File: config.mk
export PLATFORM = sky130hd
export DESIGN_NAME = pnc_ctrl
export DESIGN_NICKNAME = d
export VERILOG_FILES = /design/src/sv/pnc_pkg.sv /design/src/sv/pnc_ctrl.sv
export SDC_FILE = /design/constraint.sdc
export NUM_CORES = 1
export LEC_CHECK = 0
export ABC_AREA = 1
export BUFFER_PORTS_ARGS = -buffer_cell sky130_fd_sc_hd__buf_2
export CORE_AREA = 3 3 40 42
export CTS_CLUSTER_DIAMETER = 60
export DETAILED_ROUTE_END_ITERATION = 8
export DIE_AREA = 0 0 43 45
export SETUP_SLACK_MARGIN = 0.3
export SYNTH_ARGS = -nofsm -noshare
export SYNTH_HDL_FRONTEND = slang
export SYNTH_SLANG_ARGS = --single-unit
File: constraint.sdc
create_clock -name clk -period 3.2 [get_ports clk]
set_clock_uncertainty 0.2 [all_clocks]
set_input_delay 0.48 -clock clk [delete_from_list [all_inputs] [get_ports clk]]
set_output_delay 0.48 -clock clk [all_outputs]
set_load 0.05 [all_outputs]
File: src/sv/pnc_pkg.sv
// Shared types and constants for the palette nearest-colour search block.
`timescale 1ns / 1ps
package pnc_pkg;

  localparam int COMP_W  = 11;  // signed query component
  localparam int IDX_W8  = 8;   // external index width
  localparam int ENTRY_W = 24;  // packed palette entry
  localparam int SCORE_W = 24;  // holds every reachable score, signed

  localparam logic signed [SCORE_W-1:0] INITIAL_SCORE = 24'sd262144;
  localparam logic signed [COMP_W-1:0]  COMPONENT_MAX = 11'sd255;
  localparam logic signed [11:0]        LINEAR_WEIGHT = 12'sd5;

  localparam logic MODE_LOAD  = 1'b0;
  localparam logic MODE_QUERY = 1'b1;

  localparam logic [1:0] CFG_FIRST_INDEX = 2'd0;
  localparam logic [1:0] CFG_LAST_INDEX  = 2'd1;

  typedef enum logic [3:0] {
    ST_IDLE   = 4'b0001,
    ST_SCAN   = 4'b0010,
    ST_WAIT   = 4'b0100,
    ST_REPORT = 4'b1000
  } state_t;

  typedef struct packed {
    logic load;        // write palette entry
    logic init;        // capture query, reset best, point at first entry
    logic issue;       // read next entry into the pipe
    logic compare_en;  // allow best score update
  } ctrl_cmd_t;

  typedef struct packed {
    logic range_empty; // nothing to scan
    logic issue_last;  // address being issued is the last of the range
    logic hit;         // zero score at compare stage
    logic scan_end;    // last entry at compare stage
  } dp_status_t;

endpackage

File: src/sv/pnc_ctrl.sv
// Controller state machine: sequences loads and palette scans.
`timescale 1ns / 1ps
module pnc_ctrl import pnc_pkg::*; (
  input  logic       clk,
  input  logic       rst,
  input  logic       start,
  input  logic       mode,
  input  dp_status_t status,
  output ctrl_cmd_t  cmd,
  output logic       busy,
  output logic       done
);

  state_t state, state_next;

  always_ff @(posedge clk) begin
    if (rst) begin
      state <= ST_IDLE;
    end else begin
      state <= state_next;
    end
  end

  always_comb begin
    state_next = state;
    cmd        = '0;
    done       = 1'b0;
    case (state)
      ST_IDLE: begin
        if (start) begin
          if (mode == MODE_QUERY) begin
            cmd.init   = 1'b1;
            state_next = status.range_empty ? ST_REPORT : ST_SCAN;
          end else begin
            cmd.load = 1'b1;
          end
        end
      end
      ST_SCAN: begin
        cmd.issue      = 1'b1;
        cmd.compare_en = 1'b1;
        if (status.hit) begin
          state_next = ST_REPORT;
        end else if (status.issue_last) begin
          state_next = ST_WAIT;
        end
      end
      ST_WAIT: begin
        cmd.compare_en = 1'b1;
        if (status.hit || status.scan_end) begin
          state_next = ST_REPORT;
        end
      end
      ST_REPORT: begin
        done       = 1'b1;
        state_next = ST_IDLE;
      end
      default: begin
        state_next = ST_IDLE;
      end
    endcase
  end

  assign busy = (state != ST_IDLE);

endmodule

Word level (Yosys, flattened, before mapping)
Index checks and enable logic that the tools add are counted.
{ "totals": {"word_cells": 27, "register_bits": 4, "output_inout_bits": 6} }
{ "op_classes": {"n_mux": 14, "reduce_logical": 3, "n_eq_ne": 9} }
{ "ops": {"columns": ["operator", "n"], "rows": [
  ["two-way mux 4 bit", 6],
  ["one-hot mux 4 bit (3 select lines)", 1],
  ["inequality test 2 bit (second input constant)", 3],
  ["two-way mux 1 bit", 5],
  ["== test 4 x 1 -> 1 bit (second input constant)", 1],
  ["== test 4 x 2 -> 1 bit (second input constant)", 1],
  ["== test 4 x 3 -> 1 bit (second input constant)", 1],
  ["== test 4 bit (second input constant)", 1],
  ["two-way mux 2 bit", 2],
  ["inequality test 4 x 1 -> 1 bit (second input constant)", 1],
  ["AND reduction 4 bit", 1],
  ["inequality test 3 bit (second input constant)", 1],
  ["OR reduction 2 bit", 1],
  ["logical OR 1 bit", 1]
]} }

Logic depth before layout (Yosys ltp)
Gate-level depths: netlist of the first run.
{ "depth": {"depth_word": 4, "ltp_mapped": 8, "ltp_nobuf": 8} }

Worst setup path before layout of the first run
No wires, ideal clock.
{ "synth_timing": {"kind": "flip-flop to output port", "startpoint": "register state[0]", "endpoint": "output cmd[2] (netlist bit)", "t_required_ns": 2.520, "stages_incl_launch_ff": 5, "n_path_buf": 0, "arrival_ns": 1.678, "setup_slack_ns": 0.842, "path_cell_list": "dfxtp_1 > inv_2 > nor2_4 > nand2_1 > nor2_1"} }
{ "synth_lines": {"columns": ["item", "line_no", "text"], "rows": [
  ["from (decl)", "pnc_ctrl.sv:14", "state_t state, state_next;"],
  ["from (signal assigned)", "pnc_ctrl.sv:20", "state <= state_next;"],
  ["to (decl)", "pnc_ctrl.sv:9", "output ctrl_cmd_t cmd,"]
]} }

==> impl_results.md, run 1 <==
- Largest net degree at the start of global routing: 7
- Asr flop ratio synth: 0%
- Status: finished clean
- Netlist cell types: 13
- Post-synth top area share: 25.6%
- Post-CTS sizing: 0
- Global routing's busiest layer: met2
- H-tree levels: 1
- CTS hold repair buffers: 0
- Root buf cell: clkbuf_4
- Postcts setup bufs: 0
- Largest register by flop count: state
- Peak supply drop: 0.000297 V
- Routed Antenna Nets: 0
- Setup violators final: 0
- Crit path kind: register to primary output
- Max-cap violation count: 0
- Worst r2r src: state[0]
- Crit path time final: 2.03 ns
- Power Total: 0.464 mW
- Clock slew at reported path FFs: 0.04 ns
- Final Hold Viols: 0
- Die extent in y: around 45 um
- Register area share after synthesis: approximately 26%
- Syn Nets: between 50 and 60
- Worst hold path type: input pin to register
- Final-stage net count: about 70
- Largest register FFs: 4
- N_diodes: 0
- Final TNS setup: 0 ns
- Starting Density: 24.3%
- R2R cell count: 7
- Cell Area, Placed: 397 um^2
- First-pass GRT wire length: 1.07 mm
- Largest regs: state x4
- Area leader, netlist: dfxtp_1
- CTS tree: built
- Fmax: between 400 and 500 MHz
- I/O Buffers: 13
- Worst hold path cell count: 2
- Worst path depth: 5
- Top-count cell post-synth: nor2_1
- CP max FO: 4
- Leak: around 0.24 nW
- Actual slew at the worst max-slew pin: 0.253 ns
- Initial antenna violation count: 0
- M2 GR Usage: 11.1%
- Critical Path Source: state[0]
- Non-filler cells, final: 77
- Drc violations: 0
- EDFF count, synth: 0
- DR iter-0 viols: 6
- Prevailing post-synth register cell: dfxtp_1
- Part of the cycle the worst path needs: roughly 64%
- Vias per cell: 4.26
- Mean Syn Cell Area: 6.80 um^2
- Io pins: 14
- Fin. max-slew vios: 0
- GRT overflow: 0
- Vias in the first global route: about 280
- Post-Synthesis Cells: 46
- Gr usage total: under 10%
- #FFs+latches synth: 4
- Worst Path Buf+Inv: 2
- Die width: 43 um
- Post-synth top cells: 8 x nor2_1, 6 x nand2_1, 6 x nand3_1
- Yosys warns: 0
- Drt wl/cell: 8.71 um
- Mapped Area: ~310 um^2
- Met3 usage in global routing: roughly 5.6%
- Drt first pass iters: 4
- Hold Startpoint: rst
- Core box area: 1280 um^2
- Post-route cell area: 419 um^2
- Row count: 13
- Area growth syn-to-layout: 34.0%
- Die area: 1940 um^2
- Slowest CP cell: dfxtp_1
- Post-DP HPWL: about 580 um
- Cells after DPL: 74
- Crit start category: register
- Clk sinks: 4
- PD cells: 1110 nW/um^2
- Clock Path Buffers: 2
- Share of layout cells above drive strength 1: 51.6%
- Clk Latency, worst-skew pair: 0.23 ns
- CP required: between 2 and 3 ns
- Largest stage delay on the critical path: 0.39 ns
- DR vias: 328
- Arrival @ worst endpoint: 1.35 ns
- Dominant cells by area after synthesis: dfxtp_1 26%, nor2_4 11%, nand3_1 9.6%
- CTS Buf Count: 3
- Max-Slew Margin vs Limit: 83.3%
- Worst hold slack: 0.249 ns
- Worst path top cell family by delay: flip-flops
- Routing usage on met1: 8.89%
- Critical-path cell list: inv_2 > nor2_4 > nand2_1 > nor3b_2 > buf_2
- Total wire length: 671 um
- CP Capture Type: primary output
- RD Place Congestion: 0.787
- RSZ-0062 raised after global routing: false
## path summary, 6_finish.rpt
kind,endpoint,slack [ns]
worst max register to register,state[3],1.94
worst min register to register,state[2],0.37
worst max-delay path,cmd[3],1.17
worst min-delay path,state[3],0.25
## cells by family after synthesis
| family | share of synthesized area (%) |
|---|---|
| AND/OR/NAND/NOR | 60.8 |
| buffers and inverters | 9.60 |
| flip-flops | 25.6 |
| AO/OA/AOI/OAI | 4.00 |
## routing by layer
metal  vias to the layer above  routed length, um  part of all wire (%)
li1                        176                  -                     -
met1                       142                299                    45
met2                        10                306                    46
met3                         0                 65                   9.7
met4                         0                  0                     0
met5                         -                  0                     0
## worst register-to-register path, delay by kind of cell, from the launching register on
| kind | cells | cell delay, ns |
|---|---|---|
| AND/OR/NAND/NOR | 5 | 0.44 |
| buffers and inverters | 2 | 0.12 |
| flip-flops | 1 | 0.39 |
## metrics by stage
| step | worst slack (ns) | util [%] |
|---|---|---|
| 2_1_floorplan | 0.842 | - |
| 3_3_place_gp | 1.43 | 30.9 |
| 3_5_place_dp | 1.40 | 30.9 |
| 4_1_cts | 1.15 | 32.6 |
| 5_1_grt | 1.03 | 32.6 |
| 6_report | 1.17 | 32.6 |
## area by class of cell
class	count	area (um^2)
fill	153	866
multi-input combinational	34	203
sequential	4	80.1
timing repair buffer	13	65.1
inverter	8	30.0
clock buffer	3	22.5
tap	15	18.8
## cells in the final DEF (no fill, tap or decap), drive strengths merged
cell    instances
nor3b           1
inv             8
o21ai           1
buf            13
nand3           9
dfxtp           4
clkbuf          3
nand2          10
nor2           12
a211oi          1
## power breakdown
group | switching [mW] | internal [mW]
clock network | 0.0188 | 0.0418
logic | 0.219 | 0.0884
registers | 0.0252 | 0.0702
No activity file was read; power rests on OpenSTA's default activity.
==> inputs of run 2 (changes only) <==
Settings changed: ABC_AREA 1 to 0.
Clock period 3.2 ns to 1.8 ns, I/O delays scaled along.
==> run 2 against run 1 <==
Against the previous run: count of clock-buffer cells in the layout unchanged; critical endpoint is now cmd[2]; sequential share of layout area decreased by 6.3 points; largest power group unchanged; area after synthesis up 6.0%; critical path type unchanged; core utilization up 20 points; die area unchanged.
==> impl_results.md, run 2 <==
- Prevailing post-synth register cell: dfxtp_1 (unchanged)
- Part of the cycle the worst path needs: 99.7%
- Core box area: 1280 um^2 (unchanged)
- Worst hold slack: 0.109 ns (was 0.249 ns)
- Root buf cell: clkbuf_4 (unchanged)
- PD cells: 857 nW/um^2 (was 1110 nW/um^2)
- CTS tree: built (unchanged)
- Vias per cell: 4.99 (was 4.26)
- Largest register FFs: 4 (unchanged)
- Clk Latency, worst-skew pair: 0.23 ns (about the same)
- Gr usage total: 11.5% (was 7.57%)
- Final TNS setup: 0 ns (unchanged)
- Simple-gate share of the synthesized area: 44.2% (was 60.8%)
- Fmax: 557 MHz
- Post-Synthesis Cells: 35 (was 46)
- Largest family of logic cells by synthesized area: simple AND/OR/NAND/NOR gates (unchanged)
- Post-synth top area share: 24.2% (was 25.6%)
- RD Place Congestion: 0.704 (was 0.787)
- Final-stage net count: 70 (was 72)
- First-pass GRT wire length: 1.61 mm (was 1.07 mm)
- Max-Slew Margin vs Limit: 79.0% (was 83.3%)
- Max-cap violation count: 0 (unchanged)
- Fin. max-slew vios: 0 (unchanged)
- Largest register by flop count: state (unchanged)
- Syn Nets: 43 (was 54)
- Crit path time final: 1.79 ns
- Crit path kind: register to primary output (unchanged)
- Pre-CTS WS: 0.127 ns (was 1.40 ns)
- Worst hold path type: input pin to register (unchanged)
- Drt wl/cell: 12.8 um (was 8.71 um)
- Initial antenna violation count: 0 (unchanged)
- Die area: 1940 um^2 (unchanged)
- Clock Path Buffers: 2 (unchanged)
- Area leader, netlist: dfxtp_1 (unchanged)
- Final core occ: 53.1% (was 32.6%)
- CTS Buf Count: 3 (unchanged)
- Crit start category: register (unchanged)
- Mean Syn Cell Area: 9.47 um^2 (was 6.80 um^2)
- Arrival @ worst endpoint: 1.32 ns (was 1.35 ns)
- Routed Antenna Nets: 0 (unchanged)
- Asr flop ratio synth: 0% (unchanged)
- DR iter-0 viols: 0 (was 6)
- Largest stage delay on the critical path: 0.35 ns (was 0.39 ns)
- CP Capture Type: primary output (unchanged)
- DR vias: 374 (was 328)
- Die width: 43 um (unchanged)
- Final Hold Viols: 0 (unchanged)
- Starting Density: 25.8% (was 24.3%)
- Register area share after synthesis: 24.2% (was 25.6%)
- Die extent in y: 45 um (unchanged)
- Post-Synth Adder-Cell Area: 0% (unchanged)
- PnR worst setup slack: 0.00529 ns (was 1.17 ns)
- Worst Path Buf+Inv: 1 (was 2)
- Share of layout cells above drive strength 1: 83.3% (was 51.6%)
- Dominant cells by area after synthesis: dfxtp_1 24%, nor4b_4 7.2%, buf_6 6.8% (was dfxtp_1 26%, nor2_4 11%, nand3_1 9.6%)
- Post-DP HPWL: 657 um (was 584 um)
- Actual slew at the worst max-slew pin: 0.313 ns (was 0.253 ns)
- RSZ-0062 raised after global routing: true (was false)
- Total wire length: 959 um (was 671 um)
- Mux share of post-synthesis cell area: 0% (unchanged)
- Setup violators final: 0 (unchanged)
- EDFF count, synth: 0 (unchanged)
- N_diodes: 0 (unchanged)
- Peak supply drop: 0.000458 V (was 0.000297 V)
- Critical-path cell list: nor4b_4 > and3_4 > buf_8 (was inv_2 > nor2_4 > nand2_1 > nor3b_2 > buf_2)
- Compound-Gate Fraction of Synth Area: 16.2% (was 4.00%)
- Drc violations: 0 (unchanged)
- I/O Buffers: 13 (unchanged)
- Most frequent cells in the layout: 8 x buf_6, 8 x buf_4, 7 x buf_2 (was 13 x buf_2, 8 x nor2_1, 6 x nand2_1, 6 x nand3_1)
- CP required: 1.33 ns (was 2.52 ns)
- GRT overflow: 0 (unchanged)
- Mapped Area: 332 um^2 (was 313 um^2)
- Yosys warns: 0 (unchanged)
- Worst path top cell family by delay: simple AND/OR/NAND/NOR gates (was flip-flops)
- Post-Synth XOR/XNOR Area: 5.28% (was 0%)
- Clock slew at reported path FFs: 0.04 ns (about the same)
- #FFs+latches synth: 4 (unchanged)
- Clk sinks: 4 (unchanged)
- Leak: 0.287 nW (was 0.236 nW)
- Netlist cell types: 25 (was 13)
- Area growth syn-to-layout: 106% (was 34.0%)
- Filler cells: 124 (was 153)
- Largest regs: state x4 (unchanged)
- Status: finished clean (unchanged)
- Top-count cell post-synth: dfxtp_1 (was nor2_1)
- H-tree levels: 1 (unchanged)
- Row count: 13 (unchanged)
- Largest net degree at the start of global routing: 9 (was 7)
- Io pins: 14 (unchanged)
- CP max FO: 3 (was 4)
- Vias in the first global route: 396 (was 278)
- Slowest CP cell: dfxtp_4 (was dfxtp_1)
- Drt first pass iters: 1 (was 4)
## run 2: cell types whose count changed after synthesis, moves of 3 or more
cell / before / now
nand2_1: 6 / 2
nand3_2: 3 / 0
inv_1: 4 / 1
nand2_2: 4 / 0
nor2_1: 8 / 2
nand3_1: 6 / 0
nor2_4: 3 / 0
inv_2: 4 / 0
## run 2: metrics by stage
stage,power [mW],instances,instance area (um^2)
final,0.584,75,682
after global routing,0.626,75,682
after CTS,0.546,75,623
after detailed placement,0.354,65,464
after global placement,0.351,65,464
after floorplan,0.300,35,377
## run 2: kinds of logic (layout without fill, tap and decap cells)
kind of cell	after synthesis	after routing
flops	4	4
xor+xnor	2	2
buf+inv	4	29
compound gates	7	7
simple gates	18	18
## run 2: worst min-delay path: cells and delay by family
family | cells | cell delay [ns]
buffers and inverters | 1 | 0.10
AOI/OAI and AO/OA | 2 | 0.13
## run 2: final cells by class
| class | count | area (um^2) | area share (%) |
|---|---|---|---|
| clock buffer | 3 | 22.5 | 3.30 |
| tap | 15 | 18.8 | 2.75 |
| multi-input combinational | 27 | 334 | 49.0 |
| inverter | 1 | 3.75 | 0.550 |
| timing repair buffer | 25 | 215 | 31.6 |
| sequential | 4 | 87.6 | 12.8 |
## run 2: timing repair
item | in CTS | in global routing
buffers inserted | 7 | 0
setup endpoints to repair | 9 | 10
hold endpoints to repair | 0 | 0
resized for setup | 24 | 11
pin swaps | 8 | 5
hold buffers | 0 | 0
## run 2: report_power, final
| group | switching [mW] | total [mW] | internal [mW] |
|---|---|---|---|
| sequential | 0.0119 | 0.113 | 0.101 |
| combinational | 0.179 | 0.362 | 0.183 |
| clock | 0.0346 | 0.109 | 0.0744 |
## run 2: layer usage
metal	part of all wire, %	vias to the layer above	routed length [um]	GRT usage, %
met3	5.6	4	54	3.19
met1	38	177	367	12.0
li1	-	179	-	-
met5	0	-	0	0
met4	4.0	0	38	12.0
met2	52	14	499	18.0
## run 2: path summary, 6_finish.rpt
check	start	end	slack, ns	cells past startpoint
setup reg to reg	state[0]	state[2]	0.17	5
hold reg to reg	state[0]	state[2]	0.38	2
hold / removal	rst	state[1]	0.11	3
setup / recovery	state[2]	cmd[2]	0.005	3
==> inputs of run 3 (changes only) <==
Settings changed: RECOVER_POWER from default to 100.
Clock period 1.8 ns to 2.2 ns, I/O delays scaled along.
==> run 3 against run 2 <==
Against the previous run: critical path depth unchanged; combinational power is 48% lower; non-clock buffer count down 4; clock power is 20% lower; critical endpoint is now done; first-iteration DRC count grew 8; setup slack better by 0.21 ns; core utilization is 15 points lower; highest routed layer is now met3; register-to-register slack improved by 0.23 ns; die area unchanged.
==> impl_results.md, run 3 (synthesis gave the netlist of run 2 again) <==
- Clock slew at reported path FFs: 0.04 ns (about the same)
- RSZ-0062 raised after global routing: true (unchanged)
- CTS Buf Count: 3 (unchanged)
- R2R cell count: 5 (unchanged)
- Starting Density: 25.8% (unchanged)
- Max-cap violation count: 0 (unchanged)
- Row count: 13 (unchanged)
- Routing usage on met1: 8.39% (was 12.0%)
- Worst hold path type: input pin to register (unchanged)
- Slowest CP cell: clkbuf_1 (was dfxtp_4)
- Root buf cell: clkbuf_4 (unchanged)
- Largest stage delay on the critical path: 0.49 ns (was 0.35 ns)
- Most common cell after layout, fill and taps aside: buf_4
- Cell Area, Placed: 415 um^2 (was 464 um^2)
- Max-Slew Margin vs Limit: 60.8% (was 79.0%)
- Global routing's busiest layer: met2 (unchanged)
- Drt wl/cell: 11.0 um (was 12.8 um)
- Clock Path Buffers: 2 (unchanged)
- Non-filler cells, final: 71 (was 75)
- RD Place Congestion: 0.643 (was 0.704)
- Filler cells: 136 (was 124)
- Largest register by flop count: state (unchanged)
- Worst r2r src: state[1] (was state[0])
- Leak: 0.221 nW (was 0.287 nW)
- Fin. max-slew vios: 0 (unchanged)
- Worst Setup EP: done (was cmd[2])
- First-pass GRT wire length: 1.10 mm (was 1.61 mm)
- Crit path time final: 1.99 ns
- DR vias: 326 (was 374)
- Largest net degree at the start of global routing: 11 (was 9)
- Core box area: 1280 um^2 (unchanged)
- Die area: 1940 um^2 (unchanged)
- Setup violators final: 0 (unchanged)
- Fmax: 503 MHz
- Io pins: 14 (unchanged)
- Cells after DPL: 61 (was 65)
- Crit path kind: register to primary output (unchanged)
- N_diodes: 0 (unchanged)
- Critical Path Source: state[2] (unchanged)
- Post-route cell area: 494 um^2 (was 682 um^2)
- PnR worst setup slack: 0.213 ns (was 0.00529 ns)
- CP required: 1.67 ns (was 1.33 ns)
- Part of the cycle the worst path needs: 90.3%
- M2 GR Usage: 12.6% (was 18.0%)
- Pre-CTS WS: 0.367 ns (was 0.127 ns)
- Initial antenna violation count: 0 (unchanged)
- Hold Startpoint: status[1] (was rst)
- Power Total: 0.372 mW (was 0.584 mW)
- Drt first pass iters: 3 (was 1)
- Largest regs: state x4 (unchanged)
- Critical-path cell list: buf_4 > nor4b_2 > clkbuf_1 (was nor4b_4 > and3_4 > buf_8)
- Clk sinks: 4 (unchanged)
- PD cells: 753 nW/um^2 (was 857 nW/um^2)
- Die width: 43 um (unchanged)
- Routed Antenna Nets: 0 (unchanged)
- Crit start category: register (unchanged)
- Gr usage total: 7.90% (was 11.5%)
- GRT overflow: 0 (unchanged)
- Final-stage net count: 66 (was 70)
- Most frequent cells in the layout: 9 x buf_4, 7 x buf_2, 3 x clkbuf_4, 3 x clkbuf_2 (was 8 x buf_6, 8 x buf_4, 7 x buf_2)
- Total wire length: 779 um (was 959 um)
- Drc violations: 0 (unchanged)
- CP Capture Type: primary output (unchanged)
- Final Hold Viols: 0 (unchanged)
- Final core occ: 38.5% (was 53.1%)
- Worst R2R End: state[3] (was state[2])
- Actual slew at the worst max-slew pin: 0.590 ns (was 0.313 ns)
- Worst hold slack: 0.116 ns (was 0.109 ns)
- I/O Buffers: 13 (unchanged)
- Die extent in y: 45 um (unchanged)
- Largest register FFs: 4 (unchanged)
- Arrival @ worst endpoint: 1.46 ns (was 1.32 ns)
- Post-DP HPWL: 574 um (was 657 um)
- Vias per cell: 4.59 (was 4.99)
- DR iter-0 viols: 8 (was 0)
- Status: finished clean (unchanged)
- Share of layout cells above drive strength 1: 57.1% (was 83.3%)
- Vias in the first global route: 273 (was 396)
- CP max FO: 5 (was 3)
- Area growth syn-to-layout: 49.1% (was 106%)
- CTS tree: built (unchanged)
- R2R setup slack: 0.40 ns (was 0.17 ns)
- H-tree levels: 1 (unchanged)
- Final TNS setup: 0 ns (unchanged)
- Met3 usage in global routing: 2.39% (was 3.19%)
- Clk Latency, worst-skew pair: 0.23 ns (about the same)
- Worst hold path cell count: 2 (was 3)
- Peak supply drop: 0.000213 V (was 0.000458 V)
[run 3: cell count changes in the layout (fill, tap and decap cells not counted), moves of 2 or more]
cell / change
dfxtp_2: -3
dfxtp_1: +2
buf_6: -7
clkbuf_2: +3
buf_8: -2
[run 3: final cells by class]
cell class	instances	area, um^2	share of cell area, %
clock buffers	3	22.5	4.56
flip-flops and latches	4	87.6	17.7
inverters	1	3.75	0.759
well taps	15	18.8	3.80
multi-input cells	27	229	46.3
repair buffers	21	133	26.8
[run 3: timing repair]
action                                 in CTS  in global routing
buffers inserted                            1                  6
hold buffers                                0                  0
resized for setup                           4                  5
pin swaps                                   1                  3
cloned                                      0                  0
setup endpoints to repair                   3                  2
endpoints found under the hold margin       0                  0
[run 3: worst max-delay path: cells and delay by family, from the launching register on]
kind / cells / cell delay, ns
buffers and inverters: 2 / 0.63
flip-flops: 1 / 0.35
AND/OR/NAND/NOR: 1 / 0.24
[run 3: routing by layer]
layer | part of all wire, % | wire length (um)
met5 | 0 | 0
met3 | 5.8 | 45
met1 | 39 | 307
met2 | 55 | 426
met4 | 0 | 0
[run 3: worst min-delay path by stage]
stage	slack, ns	end
finish	0.12	state[2]
global route	0.12	state[2]
CTS	0.12	state[2]
detailed placement	0.37	state[2]
global placement	0.37	state[2]
floorplan	0.21	state[2]
[run 3: where the power goes]
part	leakage [nW]	internal (mW)	switching (mW)
clock network	0.0138	0.0608	0.0266
registers	0.0342	0.0811	0.0139
logic	0.173	0.0854	0.105
